===== config.mk =====
export PLATFORM = sky130hd
export DESIGN_NAME = ahia_cell
export DESIGN_NICKNAME = d
export VERILOG_FILES = /design/src/sv/ahia_pkg.sv /design/src/sv/ahia_cell.sv
export SDC_FILE = /design/constraint.sdc
export NUM_CORES = 1
export LEC_CHECK = 0
export BUFFER_PORTS_ARGS = -buffer_cell sky130_fd_sc_hd__buf_2
export CORE_MARGIN = 2
export CORE_UTILIZATION = 25
export DETAILED_ROUTE_END_ITERATION = 8
export GPL_TIMING_DRIVEN = 0
export SYNTH_ARGS = -nofsm -noshare
export SYNTH_HDL_FRONTEND = slang
export SYNTH_SLANG_ARGS = --single-unit

===== constraint.sdc =====
create_clock -name i_clk -period 7.7 [get_ports i_clk]
set_clock_uncertainty 0.1 [all_clocks]
set_input_delay 0.77 -clock i_clk [delete_from_list [all_inputs] [get_ports i_clk]]
set_output_delay 0.77 -clock i_clk [all_outputs]
set_load 0.03 [all_outputs]

===== src/sv/ahia_pkg.sv =====
// ----------------------------------------------------------------------------
// ahia_pkg
// shared types and constants of the aliased heap interval allocator
// ----------------------------------------------------------------------------
`default_nettype none

package ahia_pkg;

    localparam int ADDR_W              = 40;
    localparam int PASS_W              = 8;
    localparam int ID_W                = 8;
    localparam int ALIGN_W             = 6;
    localparam int DEFAULT_MAX_BUCKETS = 32;
    localparam int DEFAULT_MAX_PASSES  = 256;

    localparam logic [ADDR_W-1:0]  HEAP_MAX  = {ADDR_W{1'b1}};
    localparam logic [ALIGN_W-1:0] ALIGN_BIG = ALIGN_W'(ADDR_W);

    typedef struct packed {
        logic               start_frame;
        logic [ID_W-1:0]    resource_id;
        logic [PASS_W-1:0]  first_use;
        logic [PASS_W-1:0]  last_use;
        logic [ADDR_W-1:0]  alloc_size;
        logic [ALIGN_W-1:0] align_log2;
    } t_req;

    typedef struct packed {
        logic [ADDR_W-1:0] heap_offset;
        logic              reused;
        logic              alias_valid;
        logic [ID_W-1:0]   alias_prev;
        logic [ADDR_W-1:0] heap_size;
        logic              overflow;
    } t_res;

    // request fields broadcast to every cell during a scan
    typedef struct packed {
        logic [PASS_W-1:0] first_use;
        logic [PASS_W-1:0] last_use;
        logic [ID_W-1:0]   resource_id;
        logic [ADDR_W-1:0] alloc_size;
        logic [ADDR_W-1:0] amask;
    } t_scan;

    // token handed from cell to cell
    typedef struct packed {
        logic              valid;
        logic              hit;
        logic [ADDR_W-1:0] heap_offset;
        logic [ID_W-1:0]   owner;
    } t_tok;

    // new bucket write
    typedef struct packed {
        logic              en;
        logic [ADDR_W-1:0] heap_offset;
        logic [ADDR_W-1:0] alloc_size;
    } t_wr;

endpackage

`default_nettype wire


===== src/sv/ahia_cell.sv =====
// ----------------------------------------------------------------------------
// ahia_cell
// one bucket of the table; checks the passing token first-fit and hands it on
// ----------------------------------------------------------------------------
`default_nettype none

module ahia_cell #(
    parameter int MAX_BUCKETS = ahia_pkg::DEFAULT_MAX_BUCKETS,
    parameter int IDX         = 0,
    localparam int CNT_W      = $clog2(MAX_BUCKETS + 1),
    localparam int IDX_W      = (MAX_BUCKETS > 1) ? $clog2(MAX_BUCKETS) : 1
) (
    input  wire                  i_clk,
    input  wire                  i_rst_n,
    input  ahia_pkg::t_tok       i_tok,
    output ahia_pkg::t_tok       o_tok,
    input  ahia_pkg::t_scan      i_scan,
    input  wire [CNT_W-1:0]      i_count,
    input  ahia_pkg::t_wr        i_wr,
    input  wire [IDX_W-1:0]      i_wr_idx
);
    import ahia_pkg::*;

    logic [ADDR_W-1:0] r_off;
    logic [ADDR_W-1:0] r_size;
    logic [PASS_W-1:0] r_lu;
    logic [ID_W-1:0]   r_own;
    logic              r_vld;
    logic              r_hit;
    logic [ADDR_W-1:0] r_tok_off;
    logic [ID_W-1:0]   r_tok_own;
    logic              w_live;
    logic              w_match;

    assign w_live  = CNT_W'(IDX) < i_count;
    assign w_match = i_tok.valid && !i_tok.hit && w_live
                     && (r_lu < i_scan.first_use)
                     && (r_size >= i_scan.alloc_size)
                     && ((r_off & i_scan.amask) == '0);

    always_ff @(posedge i_clk) begin
        if (!i_rst_n) begin
            r_vld <= 1'b0;
        end else begin
            r_vld <= i_tok.valid;
        end
    end

    always_ff @(posedge i_clk) begin
        r_hit <= i_tok.hit | w_match;
        if (w_match) begin
            r_tok_off <= r_off;
            r_tok_own <= r_own;
        end else begin
            r_tok_off <= i_tok.heap_offset;
            r_tok_own <= i_tok.owner;
        end
    end

    always_ff @(posedge i_clk) begin
        if (w_match) begin
            r_lu  <= i_scan.last_use;
            r_own <= i_scan.resource_id;
        end else if (i_wr.en && (i_wr_idx == IDX_W'(IDX))) begin
            r_off  <= i_wr.heap_offset;
            r_size <= i_wr.alloc_size;
            r_lu   <= i_scan.last_use;
            r_own  <= i_scan.resource_id;
        end
    end

    always_comb begin
        o_tok.valid       = r_vld;
        o_tok.hit         = r_hit;
        o_tok.heap_offset = r_tok_off;
        o_tok.owner       = r_tok_own;
    end

endmodule

`default_nettype wire

## Yosys cells after proc, flatten, opt, wreduce, memory -nomap -nowiden

Cells that the tools add are included.

- Register bits: 146
- Input port bits: 248
- Output and inout port bits: 50
- Word-level logic and storage cells: 31

- Magnitude comparators: 3
- Multiplexer cells: 6
- Bitwise operators: 3
- Reduce and logical (&&, ||, !) cells: 11

Operator list:

| kind | number |
|---|---|
| $and A40 B40 Y40 | 1 |
| $ge A40 B40 Y1 | 1 |
| $logic_not A40 Y1 | 1 |
| $mux W40 | 1 |
| $mux W8 | 5 |
| $lt A8 B8 Y1 | 1 |
| $logic_and A1 B1 Y1 | 6 |
| $lt A1 B6 Y1 const A | 1 |
| $logic_not A5 Y1 | 1 |
| $reduce_and A2 Y1 | 1 |
| $reduce_bool A2 Y1 | 1 |
| $logic_not A1 Y1 | 1 |
| $not A1 Y1 | 1 |
| $or A1 B1 Y1 | 1 |

## Depth between registers and ports, before layout

- Depth in word-level cells: 8
- Mapped depth: 10
- Mapped depth without buffers: 9

## Worst setup path before layout

No wires, ideal clock.

- Path type: input to register
- Start: input port i_scan[62] (netlist name)
- End: register r_off[0], enable pin
- Library setup time: 0.519 ns
- Arrival time: 5.633 ns
- Slack: 1.448 ns
- Stages on the path: 10
- Buffers on the path: 1
- Path through: inv_1 -> ha_1 -> a21oi_1 -> nand2_1 -> a221oi_1 -> o21ai_0 -> o211ai_1 -> a31oi_4 -> buf_6 -> nor2_1

- Cells in the longest elaborated chain, start to end: 5

Ends and longest elaborated chain:

| what | line | RTL |
|---|---|---|
| from (decl) | ahia_cell.sv:17 | `input ahia_pkg::t_scan i_scan,` |
| $ge A40 B40 Y1 | ahia_cell.sv:38 | `&& (r_size >= i_scan.alloc_size)` |
| $logic_and A1 B1 Y1 | ahia_cell.sv:38 |  |
| $logic_and A1 B1 Y1 | ahia_cell.sv:39 | `&& ((r_off & i_scan.amask) == '0);` |
| $not A1 Y1 (no source line) | n/a |  |
| $reduce_and A2 Y1 (no source line) | n/a |  |
| to (signal assigned) | ahia_cell.sv:65 | `r_off <= i_wr.heap_offset;` |
| to (decl) | ahia_cell.sv:24 | `logic [ADDR_W-1:0] r_off;` |

Every way passes these cells.
A chain may end at the register's enable or synchronous reset.

## Final worst setup path

- Start: input port i_scan[62] (netlist name)
- End: register r_lu[7], enable pin

- Cells in the longest elaborated chain, start to end: 4

Ends and longest elaborated chain:

| what | line | RTL |
|---|---|---|
| $ge A40 B40 Y1 | ahia_cell.sv:38 |  |
| $logic_and A1 B1 Y1 | ahia_cell.sv:38 |  |
| $logic_and A1 B1 Y1 | ahia_cell.sv:39 |  |
| $reduce_bool A2 Y1 (no source line) | n/a |  |
| to (signal assigned) | ahia_cell.sv:62 | `r_lu <= i_scan.last_use;` |
| to (signal assigned) | ahia_cell.sv:67 | `r_lu <= i_scan.last_use;` |
| to (decl) | ahia_cell.sv:26 | `logic [PASS_W-1:0] r_lu;` |

Every way passes these cells.

==> run summary <==
Status = finished, final reports clean
Gpl congestion = 0.759
Cell accounting for the most synthesized area = edfxtp_1
Non-filler cells, final = 1054
Critical Path Source = i_scan[62]
Warnings, synthesis = 0
Die Ht = 158 um
DR iter-0 viols = 138
# hold bufs at CTS = 0
Initial antenna violation count = 3
CP Class = in2reg
Overflow after GRT = 0
Mean Syn Cell Area = 14.8 um^2
PD cells = 217 nW/um^2
DRC viols = 0
Die W = 158 um
Final min period = 3.76 ns
Reg2reg start = r_size[22]
Clk_lat worst skew = 0.42 ns
DRT Pass-1 Iters = 4
Measured slew at the worst slew-check pin = 0.901 ns
HPWL Detailed = 13.4 mm
Final setup viols = 0
Mapped Cells = 402
Syn Std Cell Area = 5930 um^2
Setup tns final = 0 ns
Top-area cell type share of the netlist area = 0.486
WP data arrival = 3.70 ns
Core Rows = 56
Max-cap violation count = 0
DR vias = 4310
Max incr delay on CP = 0.73 ns
IR drop worst, VDD = 0.105 mV
First-pass GRT wire length = 24.2 mm
Sequential area share after synthesis = 0.655
Fin crit share = 0.488
Final Util = 0.361
All-layer global routing usage = 0.132
Area growth from synthesis to layout = 42.3%
Die area = 25000 um^2
Critical Path Start Type = input port
Post-DR wirelength/cell = 16.0 um
Pre-CTS WS = 3.32 ns
Slowest-stage cell, CP = nand2b_1
Io pins = 298
IO buf count = 297
Htree depth = 4
Final net count = 1015
CP required = 7.64 ns
LEAKAGE = 3.80 nW
# Post-CTS Setup Buffers = 0
Post-synth EDFFs = 96
Slew HR = 0.399
Post-route ant nets = 0
CP most frequent cell = o211ai_1
Setup ws final = 3.94 ns
Final instance area = 8440 um^2
Vias in the first global route = 4570
Async SR Flop Fraction = 0
CTS resizes = 0
Vias per cell = 4.09
Endpoints failing hold = 0
Starting Density = 0.254
CTS max path bufs = 2
Core Area = 23400 um^2
Crit. End Element = register
Clock root cell = clkbuf_16
Worst hold start = r_own[6]
CTS tree = built
Syn_nets = 697
Worst hold path type = reg2reg
Yosys cell types = 33
CP Cell Sequence = buf_2, inv_1, ha_1, nand4_1, nor3_1, o211ai_1, a21oi_1, o211ai_1, a31oi_4, buf_6, nand2b_1
Detailed Route WL = 16.9 mm
Count of pins over their slew limit = 0
Max Freq = 266 MHz
Unrepaired setup endpoints after global routing = false
Share of layout cells above drive strength 1 = 0.531
DP Cell Count = 1020
Synth top area cells = edfxtp_1 (49%), dfxtp_1 (17%), ha_1 (9.9%), mux2_2 (7.6%), inv_1 (3.0%)
CTS sink cnt = 146
Yosys reg bits = 146
Crit-path max FO = 16
TritonCTS buffer count = 17
CTS clk-pin slew, worst paths = 0.06 ns
Largest net degree at the start of global routing = 33
Dpl cell area = 7870 um^2
Top_reg_cell synth = edfxtp_1
-- Yosys cell counts, types with 2 or more instances --
master and number:
a21oi_1 18, mux2_2 40, buf_4 2, o21ai_0 6
o211ai_1 3, mux2_4 8, nor3_1 2, inv_1 47
nand4_1 6, nor4_1 3, a22oi_1 17, a221oi_1 3
buf_6 5, a21o_1 2, dfxtp_1 50, a211oi_1 3
nand2_1 15, nor2_1 7, ha_1 47, edfxtp_1 96
nand3_1 8, nand2b_1 3
-- cells by family (layout without fill, tap and decap cells) --
family / Yosys count / count (layout) / share of synthesized area
other cells: 0 / 2 / 0
buf+inv: 54 / 385 / 0.0418
simple gates: 49 / 49 / 0.0409
mux: 48 / 48 / 0.0962
compound gates: 58 / 58 / 0.0675
flops: 146 / 146 / 0.655
fa+ha+maj: 47 / 47 / 0.0991
-- through the flow --
step	hold WS [ns]	total power, mW
detailed placement	0.358	1.04
global route	0.389	1.91
CTS	0.372	1.86
global placement	0.352	1.03
finish	0.367	1.83
floorplan	0.348	0.950
-- critical path: cells and delay by family --
family | cells | cell delay [ns]
compound gates | 4 | 1.02
buf+inv | 3 | 0.36
fa+ha+maj | 1 | 0.31
simple gates | 3 | 1.20
-- final cells by class --
type	count	area, um^2
Multi-Input combinational cell	202	1810
Timing Repair Buffer	299	1530
Antenna cell	2	5.00
Fill cell	2367	15000
Clock inverter	15	148
Clock buffer	17	425
Sequential cell	146	3880
Inverter	47	176
Tap cell	319	399
Buffer	7	71.3
-- power breakdown --
| part | internal, mW | leakage [nW] | switching [mW] |
|---|---|---|---|
| sequential | 0.854 | 1.29 | 0.00527 |
| clock | 0.455 | 0.279 | 0.356 |
| combinational | 0.0813 | 2.23 | 0.0792 |
| total | 1.39 | 3.80 | 0.441 |
-- registers in the layout (all words and copies together), names as in the netlist --
name	count
r_off	40
r_tok_off	40
r_size	40
r_tok_own	8
r_own	8
r_vld	1
r_lu	8
r_hit	1
-- worst paths after layout --
path | slack (ns) | depth (start not counted) | end
max | 3.94 | 11 | r_lu[7]
min | 0.37 | 1 | r_tok_own[6]
max reg2reg | 4.02 | 9 | r_lu[7]
min reg2reg | 0.37 | 1 | r_tok_own[6]
-- routing by layer --
layer / wire [um] / vias to the layer above / global-route usage
met4: 249 / 2 / 0.0403
met5: 13 / - / 0
met1: 6830 / 1982 / 0.155
met3: 1210 / 17 / 0.0446
met2: 8550 / 177 / 0.227
li1: - / 2132 / -
-- placed cells by master (no fill, tap or decap), drive strengths merged, types with 8 or more instances in the layout --
| master | instances |
|---|---|
| inv | 55 |
| buf | 306 |
| nand2 | 15 |
| a22oi | 17 |
| clkbuf | 17 |
| ha | 47 |
| nand3 | 8 |
| mux2 | 48 |
| edfxtp | 96 |
| dfxtp | 50 |
| a21oi | 18 |
Power figures use the tool's default switching activity.
